--- src/design/pmp_pkg.sv ---
// ----------------------------------------------------------------------------
// pmp_pkg
// Shared sizes, header constants, frame type codes, field kinds and parser
// phases of the pairing parser.
// ----------------------------------------------------------------------------
package pmp_pkg;

   // Field sizes in bytes.
   localparam int ID_BYTES     = 32;
   localparam int NAME_BYTES   = 64;
   localparam int SECRET_BYTES = 64;

   // Header contents.
   localparam logic [7:0] MAGIC_0       = 8'h41;
   localparam logic [7:0] MAGIC_1       = 8'h4C;
   localparam logic [7:0] MAGIC_2       = 8'h54;
   localparam logic [7:0] MAGIC_3       = 8'h50;
   localparam logic [7:0] FRAME_VERSION = 8'd1;

   // Frame type codes as carried in the type byte.
   localparam logic [7:0] T_REQUEST = 8'd1;
   localparam logic [7:0] T_CONFIRM = 8'd2;
   localparam logic [7:0] T_ACCEPT  = 8'd3;
   localparam logic [7:0] T_REJECT  = 8'd4;

   // Field kinds reported with each result item.
   localparam logic [1:0] KIND_NONE   = 2'd0;
   localparam logic [1:0] KIND_ID     = 2'd1;
   localparam logic [1:0] KIND_NAME   = 2'd2;
   localparam logic [1:0] KIND_SECRET = 2'd3;

   // Parser phases.
   localparam logic [3:0] PH_HEADER  = 4'd0;
   localparam logic [3:0] PH_ID      = 4'd1;
   localparam logic [3:0] PH_NAMELEN = 4'd2;
   localparam logic [3:0] PH_NAME    = 4'd3;
   localparam logic [3:0] PH_CODE    = 4'd4;
   localparam logic [3:0] PH_SECLEN  = 4'd5;
   localparam logic [3:0] PH_SECRET  = 4'd6;
   localparam logic [3:0] PH_DONE    = 4'd7;

   localparam logic [8:0] BYTE_COUNT_MAX = 9'd511;

endpackage

--- src/design/pairing_message_parser.sv ---
// ----------------------------------------------------------------------------
// pairing_message_parser
// Checks a pairing datagram one byte per item and emits one result per byte.
// ----------------------------------------------------------------------------
// The result item for an accepted byte is registered and appears in the cycle after it is accepted.
// Throughput: one byte per cycle while the downstream side takes each item;
// the result register frees itself in the same cycle that it takes its item.
// Reset: synchronous, active high; the parser returns to the header phase
// with all held fields cleared and no result pending.
// ----------------------------------------------------------------------------
module pairing_message_parser (
   input  logic        clock,
   input  logic        reset,
   input  logic        req_tvalid,
   output logic        req_tready,
   input  logic [7:0]  req_tdata,   // [7:0] rx_byte
   input  logic        req_tlast,   // end_of_frame
   output logic        rsp_tvalid,
   input  logic        rsp_tready,
   // [7:0] field_byte, [15:8] field_pos, [16] frame_valid, [19:17] frame_type,
   // [51:20] confirm_code, [59:52] name_length, [67:60] secret_length,
   // [71:68] zero
   output logic [71:0] rsp_tdata,
   output logic [1:0]  rsp_tuser,   // field_kind
   output logic        rsp_tlast    // frame_done
);

   // Frame state.
   logic [3:0]  phase_ff, phase_in;
   logic [8:0]  byte_count_ff, byte_count_in;
   logic [7:0]  field_count_ff, field_count_in;
   logic [7:0]  held_type_ff, held_type_in;
   logic [7:0]  held_name_size_ff, held_name_size_in;
   logic [7:0]  held_secret_size_ff, held_secret_size_in;
   logic [31:0] code_shift_ff, code_shift_in;
   logic        error_flag_ff, error_flag_in;

   // Result register.
   logic        rsp_valid_ff;
   logic [71:0] rsp_data_ff, rsp_data_in;
   logic [1:0]  rsp_kind_ff, rsp_kind_in;
   logic        rsp_last_ff;

   logic        accept;
   logic [7:0]  rx_byte;
   logic        eof;
   logic [1:0]  kind;
   logic [7:0]  fb, pos;
   logic [8:0]  count_inc;
   logic        ok;
   logic        frame_valid;
   logic [2:0]  frame_type;
   logic [31:0] confirm_code;
   logic [7:0]  name_length, secret_length;

   // A new byte is taken whenever the result register is empty or is being
   // drained in this very cycle.
   assign req_tready = !rsp_valid_ff || rsp_tready;
   assign accept     = req_tvalid && req_tready;
   assign rx_byte    = req_tdata;
   assign eof        = req_tlast;
   assign count_inc  = {1'b0, field_count_ff} + 9'd1;

   // Per-byte parse step. Each phase consumes the byte and decides where the
   // next one belongs; after an error the frame is simply run out.
   always_comb begin
      phase_in            = phase_ff;
      field_count_in      = field_count_ff;
      held_type_in        = held_type_ff;
      held_name_size_in   = held_name_size_ff;
      held_secret_size_in = held_secret_size_ff;
      code_shift_in       = code_shift_ff;
      error_flag_in       = error_flag_ff;
      kind                = pmp_pkg::KIND_NONE;
      fb                  = 8'd0;
      pos                 = 8'd0;
      if (!error_flag_ff) begin
         case (phase_ff)
            pmp_pkg::PH_HEADER: begin
               if (byte_count_ff == 9'd0) begin
                  if (rx_byte != pmp_pkg::MAGIC_0) error_flag_in = 1'b1;
               end else if (byte_count_ff == 9'd1) begin
                  if (rx_byte != pmp_pkg::MAGIC_1) error_flag_in = 1'b1;
               end else if (byte_count_ff == 9'd2) begin
                  if (rx_byte != pmp_pkg::MAGIC_2) error_flag_in = 1'b1;
               end else if (byte_count_ff == 9'd3) begin
                  if (rx_byte != pmp_pkg::MAGIC_3) error_flag_in = 1'b1;
               end else if (byte_count_ff == 9'd4) begin
                  if (rx_byte != pmp_pkg::FRAME_VERSION) error_flag_in = 1'b1;
               end else begin
                  held_type_in   = rx_byte;
                  field_count_in = 8'd0;
                  if (rx_byte >= pmp_pkg::T_REQUEST && rx_byte <= pmp_pkg::T_ACCEPT) begin
                     phase_in = pmp_pkg::PH_ID;
                  end else if (rx_byte == pmp_pkg::T_REJECT) begin
                     phase_in = pmp_pkg::PH_DONE;
                  end else begin
                     error_flag_in = 1'b1;
                  end
               end
            end
            pmp_pkg::PH_ID: begin
               kind = pmp_pkg::KIND_ID;
               pos  = field_count_ff;
               // The final id byte is always reported as zero.
               fb   = (field_count_ff == 8'(pmp_pkg::ID_BYTES - 1)) ? 8'd0 : rx_byte;
               field_count_in = count_inc[7:0];
               if (count_inc >= 9'(pmp_pkg::ID_BYTES)) begin
                  field_count_in = 8'd0;
                  phase_in = (held_type_ff == pmp_pkg::T_CONFIRM) ? pmp_pkg::PH_CODE :
                                                                     pmp_pkg::PH_NAMELEN;
               end
            end
            pmp_pkg::PH_NAMELEN: begin
               held_name_size_in = rx_byte;
               field_count_in    = 8'd0;
               if ({1'b0, rx_byte} > 9'(pmp_pkg::NAME_BYTES - 1)) begin
                  error_flag_in = 1'b1;
               end else if (rx_byte == 8'd0) begin
                  phase_in = (held_type_ff == pmp_pkg::T_ACCEPT) ? pmp_pkg::PH_SECLEN :
                                                                    pmp_pkg::PH_DONE;
               end else begin
                  phase_in = pmp_pkg::PH_NAME;
               end
            end
            pmp_pkg::PH_NAME: begin
               kind = pmp_pkg::KIND_NAME;
               pos  = field_count_ff;
               fb   = rx_byte;
               field_count_in = count_inc[7:0];
               if (count_inc >= {1'b0, held_name_size_ff}) begin
                  field_count_in = 8'd0;
                  phase_in = (held_type_ff == pmp_pkg::T_ACCEPT) ? pmp_pkg::PH_SECLEN :
                                                                    pmp_pkg::PH_DONE;
               end
            end
            pmp_pkg::PH_CODE: begin
               code_shift_in  = {code_shift_ff[23:0], rx_byte};
               field_count_in = count_inc[7:0];
               if (count_inc >= 9'd4) begin
                  field_count_in = 8'd0;
                  phase_in = pmp_pkg::PH_DONE;
               end
            end
            pmp_pkg::PH_SECLEN: begin
               held_secret_size_in = rx_byte;
               field_count_in      = 8'd0;
               if ({1'b0, rx_byte} > 9'(pmp_pkg::SECRET_BYTES - 1)) begin
                  error_flag_in = 1'b1;
               end else if (rx_byte == 8'd0) begin
                  phase_in = pmp_pkg::PH_DONE;
               end else begin
                  phase_in = pmp_pkg::PH_SECRET;
               end
            end
            pmp_pkg::PH_SECRET: begin
               kind = pmp_pkg::KIND_SECRET;
               pos  = field_count_ff;
               fb   = rx_byte;
               field_count_in = count_inc[7:0];
               if (count_inc >= {1'b0, held_secret_size_ff}) begin
                  field_count_in = 8'd0;
                  phase_in = pmp_pkg::PH_DONE;
               end
            end
            default: begin
               // Trailing bytes after a complete frame are ignored.
            end
         endcase
      end
   end

   assign byte_count_in = (byte_count_ff < pmp_pkg::BYTE_COUNT_MAX) ?
                          byte_count_ff + 9'd1 : byte_count_ff;

   // The verdict looks at the state as it stands after this byte.
   always_comb begin
      ok            = !error_flag_in && (phase_in == pmp_pkg::PH_DONE);
      frame_valid   = 1'b0;
      frame_type    = 3'd0;
      confirm_code  = 32'd0;
      name_length   = 8'd0;
      secret_length = 8'd0;
      if (eof && ok) begin
         frame_valid = 1'b1;
         frame_type  = held_type_in[2:0];
         if (held_type_in == pmp_pkg::T_CONFIRM) confirm_code = code_shift_in;
         if (held_type_in == pmp_pkg::T_REQUEST || held_type_in == pmp_pkg::T_ACCEPT)
            name_length = held_name_size_in;
         if (held_type_in == pmp_pkg::T_ACCEPT) secret_length = held_secret_size_in;
      end
      rsp_kind_in = kind;
      rsp_data_in = {4'd0, secret_length, name_length, confirm_code, frame_type,
                     frame_valid, pos, fb};
   end

   always_ff @(posedge clock) begin
      if (reset) begin
         phase_ff            <= pmp_pkg::PH_HEADER;
         byte_count_ff       <= 9'd0;
         field_count_ff      <= 8'd0;
         held_type_ff        <= 8'd0;
         held_name_size_ff   <= 8'd0;
         held_secret_size_ff <= 8'd0;
         code_shift_ff       <= 32'd0;
         error_flag_ff       <= 1'b0;
      end else if (accept) begin
         if (eof) begin
            // The byte after the end of a frame starts a fresh one.
            phase_ff            <= pmp_pkg::PH_HEADER;
            byte_count_ff       <= 9'd0;
            field_count_ff      <= 8'd0;
            held_type_ff        <= 8'd0;
            held_name_size_ff   <= 8'd0;
            held_secret_size_ff <= 8'd0;
            code_shift_ff       <= 32'd0;
            error_flag_ff       <= 1'b0;
         end else begin
            phase_ff            <= phase_in;
            byte_count_ff       <= byte_count_in;
            field_count_ff      <= field_count_in;
            held_type_ff        <= held_type_in;
            held_name_size_ff   <= held_name_size_in;
            held_secret_size_ff <= held_secret_size_in;
            code_shift_ff       <= code_shift_in;
            error_flag_ff       <= error_flag_in;
         end
      end
   end

   always_ff @(posedge clock) begin
      if (reset) begin
         rsp_valid_ff <= 1'b0;
      end else if (accept) begin
         rsp_valid_ff <= 1'b1;
      end else if (rsp_tready) begin
         rsp_valid_ff <= 1'b0;
      end
   end

   always_ff @(posedge clock) begin
      if (accept) begin
         rsp_data_ff <= rsp_data_in;
         rsp_kind_ff <= rsp_kind_in;
         rsp_last_ff <= eof;
      end
   end

   assign rsp_tvalid = rsp_valid_ff;
   assign rsp_tdata  = rsp_data_ff;
   assign rsp_tuser  = rsp_kind_ff;
   assign rsp_tlast  = rsp_last_ff;

endmodule
--- config.mk ---
export PLATFORM = sky130hd
export DESIGN_NAME = pairing_message_parser
export DESIGN_NICKNAME = d
export VERILOG_FILES = /design/src/design/pmp_pkg.sv /design/src/design/pairing_message_parser.sv
export SDC_FILE = /design/constraint.sdc
export NUM_CORES = 1
export LEC_CHECK = 0
export BUFFER_PORTS_ARGS = -buffer_cell sky130_fd_sc_hd__buf_2
export CORE_ASPECT_RATIO = 0.5
export CORE_UTILIZATION = 25
export CTS_BUF_LIST = sky130_fd_sc_hd__clkbuf_4 sky130_fd_sc_hd__clkbuf_8 sky130_fd_sc_hd__clkbuf_16
export DETAILED_ROUTE_END_ITERATION = 12
export HOLD_SLACK_MARGIN = 0.05
export PLACE_DENSITY = 0.37
export SETUP_SLACK_MARGIN = 0.15
export SYNTH_ARGS = -nofsm -noshare
export SYNTH_HDL_FRONTEND = slang
export SYNTH_SLANG_ARGS = --single-unit
--- constraint.sdc ---
create_clock -name clock -period 10.45 [get_ports clock]
set_input_delay 0.5225 -clock clock [delete_from_list [all_inputs] [get_ports clock]]
set_output_delay 0.5225 -clock clock [all_outputs]
set_load 0.05 [all_outputs]
* Yosys cells after proc, flatten, opt, wreduce, memory -nomap -nowiden
Cells that the tools add are included.
** Word-level totals
- Register bits after elaboration :: 150
- Input bits :: 13
- Output and inout bits :: 77
- Logic and storage cells :: 154
** Cells by class
- $add $sub $neg :: 2
- Magnitude comparators :: 8
- Equal/unequal tests :: 29
- Mux-type cells :: 73
- Bitwise operators :: 1
- Reductions and logical operators :: 23
** Operators by type and width (number)
- $mux W8 :: 26
- $mux W32 :: 3
- $mux W4 :: 15
- $pmux W8 S6 :: 1
- $eq A8 B2 Y1 const B :: 4
- $ne A8 B7 Y1 const B :: 4
- $pmux W4 S7 :: 1
- $mux W1 :: 19
- $eq A9 B2 Y1 const B :: 2
- $ge A9 B8 Y1 :: 2
- $mux W9 :: 2
- $eq A4 B3 Y1 const B :: 4
- $pmux W8 S2 :: 1
- $ne A3 B3 Y1 const B :: 5
- $add A8 B1 Y9 const B :: 1
- $add A9 B1 Y9 const B :: 1
- $eq A9 B1 Y1 const B :: 1
- $eq A9 B3 Y1 const B :: 1
- $ge A9 B3 Y1 const B :: 1
- $ge A9 B6 Y1 const B :: 1
- $logic_not A9 Y1 :: 1
- $lt A9 B9 Y1 const B :: 1
- $eq A4 B2 Y1 const B :: 2
- $eq A8 B1 Y1 const B :: 1
- 24 further kinds :: 36

* Longest topological paths before layout
- Word-level depth :: 14
- Mapped depth :: 15
- Gate-level depth less buffers :: 12

* Worst setup path before layout
No wires, ideal clock.
- Path kind :: input to register
- Start :: in rsp_tready
- End :: reg held_name_size_ff[0]
- Arrival :: 4.557 ns
- Slack :: 5.765 ns
- Stages :: 7
- Cells stage by stage :: nand2b_1 > nand2_1 > inv_1 > clkbuf_1 > o21ai_1 > a22oi_1 > nor2_1
** On the way
- Word-level cells in the longest chain between the ends :: 2
** Ends and longest elaborated chain
- from (decl) :: RTL line pairing_message_parser.sv:19 : input logic rsp_tready,
- $logic_or A1 B1 Y1 :: RTL line pairing_message_parser.sv:58 : assign req_tready = !rsp_valid_ff || rsp_tready;
- $logic_and A1 B1 Y1 :: RTL line pairing_message_parser.sv:59 : assign accept = req_tvalid && req_tready;
- via accept :: RTL line pairing_message_parser.sv:44 : logic accept;
- to (signal assigned) :: RTL line pairing_message_parser.sv:223 : held_name_size_ff <= held_name_size_in;
- to (decl) :: RTL line pairing_message_parser.sv:33 : logic [7:0] held_name_size_ff, held_name_size_in;
The timed path passes the listed nets, and every way through them passes these cells.
A chain may end at the register's enable or synchronous reset.

* Final worst setup path
- Start :: reg field_count_ff[0]
- End :: reg rsp_data_ff[52] (netlist: rsp_tdata[52]) (data pin)
** On the way
- Word-level cells in the longest chain between the ends :: 9
- Elaborated cells on any way between the ends :: 15
- Those cells by class :: add/sub (1); order compare (4); eq/ne (1); mux (6); reduce/logical (3)
** Ends and longest elaborated chain
- from (decl) :: RTL line pairing_message_parser.sv:31 : logic [7:0] field_count_ff, field_count_in;
- from (signal assigned) :: RTL line pairing_message_parser.sv:221 : field_count_ff <= field_count_in;
- $add A8 B1 Y9 (*) :: RTL line pairing_message_parser.sv:62 : assign count_inc = {1'b0, field_count_ff} + 9'd1;
- $ge A9 B8 Y1 (tied with other cells) :: RTL line pairing_message_parser.sv:161 : if (count_inc >= {1'b0, held_secret_size_ff}) begin
- $mux W4 (on tied branches)
- $pmux W4 S7 (*) :: RTL line pairing_message_parser.sv:78 : case (phase_ff)
- $mux W4 (*) :: RTL line pairing_message_parser.sv:77 : if (!error_flag_ff) begin
- $eq A4 B3 Y1 (*) :: RTL line pairing_message_parser.sv:178 : ok = !error_flag_in && (phase_in == pmp_pkg::PH_DONE);
- $logic_and A1 B1 Y1 (*) :: RTL line pairing_message_parser.sv:178
- $logic_and A1 B1 Y1 (*) :: RTL line pairing_message_parser.sv:184 : if (eof && ok) begin
- $reduce_and A2 Y1 (no line) (*)
- to (signal assigned) :: RTL line pairing_message_parser.sv:243 : rsp_data_ff <= rsp_data_in;
- to (decl) :: RTL line pairing_message_parser.sv:40 : logic [71:0] rsp_data_ff, rsp_data_in;
Every way passes the cells marked *; elsewhere a longest branch is shown, timed or not.

==> flow_metrics.tcl <==
set metrics [dict create \
    n_fill_cell 3092 \
    final-instance-count-excl-fill 1212 \
    power_leakage_nw 3.10 \
    cp.buffers_inverters 0 \
    cell_accounting_for_the_most_synthesized_area "sky130_fd_sc_hd__edfxtp_1" \
    cts_tree "yes" \
    setup_tns_ps 0 \
    post_route_cells_drive_above_1_share_pct 22.4 \
    cellPowerDensity_nw_per_um2 159 \
    clkLatencyLatePin_ps 450 \
    final.period_utilization_pct 38.7 \
    finalMaxSlewViolations 0 \
    clock-sinks 150 \
    synth.most_common_cell "sky130_fd_sc_hd__nor2_1" \
    cts_buffers 17 \
    yosys-mux-area-fraction_pct 6.83 \
    timing_worst_setup_path_type "flop to flop" \
    grt_max_degree 65 \
    ys_types 64 \
    synthAdderAreaFrac_pct 3.60 \
    detailed_place.area_um2 8400 \
    area_delta_synth_final_pct 17.2 \
    antenna_diode_count 0 \
    overflow 0 \
    syn-instance-count 745 \
    rsz_0062_raised_after_global_routing "no" \
    finClkSkew_ps 7.97 \
    family_with_the_most_delay_on_the_worst_path "simple AND/OR/NAND/NOR gates" \
    finalCriticalPeriod_ps 4050 \
    relative_slew_slack_pct 26.3 \
    timing_worst_slew_pin_value_ps 1100 \
    multiInputGateArea_um2 3600 \
    cts_htree_levels 4 \
    synth_seq_area_share_pct 48.6 \
    final-seq-area_um2 3710 \
    yosysWarnings 0 \
    synth-simple-area-share_pct 22.1 \
    design.final.nets 843 \
    antenna_found_initial 0 \
    timing.hold.worst.class "primary input to flop" \
    synth_compound_area_share_pct 12.3 \
    critPathRequiredTime_ps 10720 \
    vias_per_cell 4.76 \
    critical_path_arrival_ps 4320 \
    synth-edff-count 71 \
    post_cts_hold_buffer_count 0 \
    synth_xor_xnor_area_share_pct 1.60 \
    initialDrtViolationCount 437 \
    buffers_on_ports 85 \
    dr_total_vias 5775 \
    combinational_family_with_the_most_area_after_synthesis "simple AND/OR/NAND/NOR gates" \
    critPathCaptureType "flop" \
    synth_seq_cells 150 \
    synth_flop_cell "sky130_fd_sc_hd__dfxtp_1" \
    routed_wire_length_per_instance_um 18.4 \
    synthesis.area_per_instance_um2 10.3 \
    fp.coreArea_um2 29500 \
    async_set_reset_flop_share_out_of_synthesis_pct 0 \
    dp.final_hpwl_um 15000 \
    path_clk_slew_ps 60 \
    detail_route.first_pass.iterations 6 \
    rows 44 \
    gp_routability_congestion 0.818 \
    die_outline_height_um 126 \
    wire_length_of_the_first_global_routing_pass_um 34900 \
    root_buffer "sky130_fd_sc_hd__clkbuf_16" \
    max_freq_mhz 247 \
    post-synth-top-area-fraction_pct 27.9 \
    crit_slowest_cell "sky130_fd_sc_hd__or4b_4" \
    biggest_fanout_along_the_worst_timing_path 52 \
    initial_core_utilization_pct 25.9 \
    netlist_area_um2 7640 \
    die_area_um2 31300 \
    layout.cell_area.non_filler_um2 8960 \
    max-clock-path-buffers 2 \
    peakVddDrop_mv 0.0892 \
    commonest_cells_post_synth "97 x sky130_fd_sc_hd__nor2_1, 79 x sky130_fd_sc_hd__dfxtp_1, 71 x sky130_fd_sc_hd__edfxtp_1" \
    vias_in_the_first_global_route 5729 \
    worstPathCellList "ha_1 -> nand4_1 -> nor2_1 -> xor2_1 -> ha_1 -> a21oi_1 -> o22ai_1 -> nor3_1 -> nand3_1 -> o2111a_1 -> or4b_4 -> nor3_1" \
    finalSetupViolations 0 \
    drc 0 \
    globalRouteTotalUtil_pct 14.7 \
    critPathMaxStageDelay_ps 890 \
    cts-resized-gates 0 \
    timing_hold_violations_final 0 \
    run_status "finished, final reports clean" \
    totalPowerFinal_mw 1.42 \
    post-cts-setup-buffers 0 \
    final_critical_path_setup_slack_ps 6400 \
    post-place-ws_ps 6480 \
    boundaryPins 90 \
    synth_area_leaders "sky130_fd_sc_hd__edfxtp_1 28%, sky130_fd_sc_hd__dfxtp_1 21%, sky130_fd_sc_hd__mux2i_1 6.7%" \
    numPlacedInstances 1180 \
    floorplan.die.width_um 249 \
    wirelength_um 22300 \
    number_of_max_capacitance_violations_reported 0 \
    ant_nets 0 \
    crit_path_start_kind "flop" \
]
path summary, 6_finish.rpt:
check	start	to	slack (ps)	depth (start not counted)
hold reg to reg	code_shift_ff[29]	code_shift_ff[29]	490	2
setup reg to reg	field_count_ff[0]	rsp_tdata[52]	6400	12
setup / recovery	field_count_ff[0]	rsp_tdata[52]	6400	12
hold / removal	req_tvalid	rsp_tvalid	320	3
sequential cells by signal, indices dropped and copies added, names as in the netlist, 2 cells and up:
signal               cells
held_type_ff             8
rsp_tuser                2
held_secret_size_ff      8
phase_ff                 4
byte_count_ff            9
held_name_size_ff        8
field_count_ff           8
code_shift_ff           32
rsp_tdata               68
per-layer routing:
| metal | routed length [µm] | global-route usage, % | up-vias |
|---|---|---|---|
| met1 | 11300 | 20.3 | 2817 |
| met2 | 9990 | 22.4 | 93 |
| met5 | 0 | 0 | - |
| met4 | 267 | 3.96 | 0 |
| li1 | - | - | 2845 |
| met3 | 815 | 4.09 | 20 |
cells by family (layout without fill, tap and decap cells):
logic type                 Yosys count  after routing
other                                1              4
muxes                               52             52
AOI/OAI and AO/OA                  132            132
DFF                                150            150
and+or+nand+nor                    293            293
buffers and inverters               81            154
adders and majority gates           22             22
xor gates and xnor gates            14             14
through the flow:
step,hold WS [ps],utilization [%]
detailed placement,482,28.5
finish,320,30.4
CTS,300,30.4
global route,310,30.4
floorplan,465,-
global placement,479,28.5
cell usage in the layout (no fill, tap or decap), types with 4 or more instances in the layout:
| cell | count |
|---|---|
| sky130_fd_sc_hd__nor4_1 | 8 |
| sky130_fd_sc_hd__edfxtp_1 | 71 |
| sky130_fd_sc_hd__nand2b_1 | 6 |
| sky130_fd_sc_hd__buf_2 | 85 |
| sky130_fd_sc_hd__nor2b_1 | 17 |
| sky130_fd_sc_hd__and3_1 | 7 |
| sky130_fd_sc_hd__buf_4 | 8 |
| sky130_fd_sc_hd__clkbuf_16 | 17 |
| sky130_fd_sc_hd__a22oi_1 | 56 |
| sky130_fd_sc_hd__nor3_2 | 47 |
| sky130_fd_sc_hd__o22ai_1 | 4 |
| sky130_fd_sc_hd__nand2_1 | 28 |
| sky130_fd_sc_hd__o21ai_1 | 5 |
| sky130_fd_sc_hd__clkinv_1 | 4 |
| sky130_fd_sc_hd__inv_1 | 26 |
| sky130_fd_sc_hd__conb_1 | 4 |
| sky130_fd_sc_hd__dfxtp_1 | 79 |
| sky130_fd_sc_hd__xor2_1 | 7 |
| sky130_fd_sc_hd__clkinv_2 | 5 |
| sky130_fd_sc_hd__nand3_1 | 13 |
| sky130_fd_sc_hd__ha_1 | 22 |
| sky130_fd_sc_hd__xnor2_1 | 7 |
| sky130_fd_sc_hd__nand4_1 | 12 |
| sky130_fd_sc_hd__o21ai_0 | 15 |
| sky130_fd_sc_hd__a21oi_1 | 18 |
| sky130_fd_sc_hd__o31a_1 | 4 |
| sky130_fd_sc_hd__nor2_1 | 96 |
| sky130_fd_sc_hd__and2_1 | 17 |
| sky130_fd_sc_hd__nor3_1 | 21 |
| sky130_fd_sc_hd__mux2i_1 | 51 |
layout make-up:
| class | count | share of cell area (%) |
|---|---|---|
| Clock buffer | 17 | 4.75 |
| Inverter | 29 | 1.23 |
| Multi-Input combinational cell | 517 | 40.2 |
| Sequential cell | 150 | 41.5 |
| Clock inverter | 15 | 1.51 |
| Timing Repair Buffer | 93 | 5.42 |
| Tap cell | 391 | 5.46 |
where the power goes:
group	total [mW]	switching, mW	internal, mW	leakage [nW]
Sequential	0.642	0.0110	0.631	1.36
Clock	0.611	0.263	0.348	0.277
Combinational	0.171	0.131	0.0395	1.46
Total	1.42	0.405	1.02	3.10
worst min-delay path: stages:
cell and delay (ps):
sky130_fd_sc_hd__buf_2 100, sky130_fd_sc_hd__inv_1 40, sky130_fd_sc_hd__a21oi_1 50
Power figures use the tool's default switching activity.
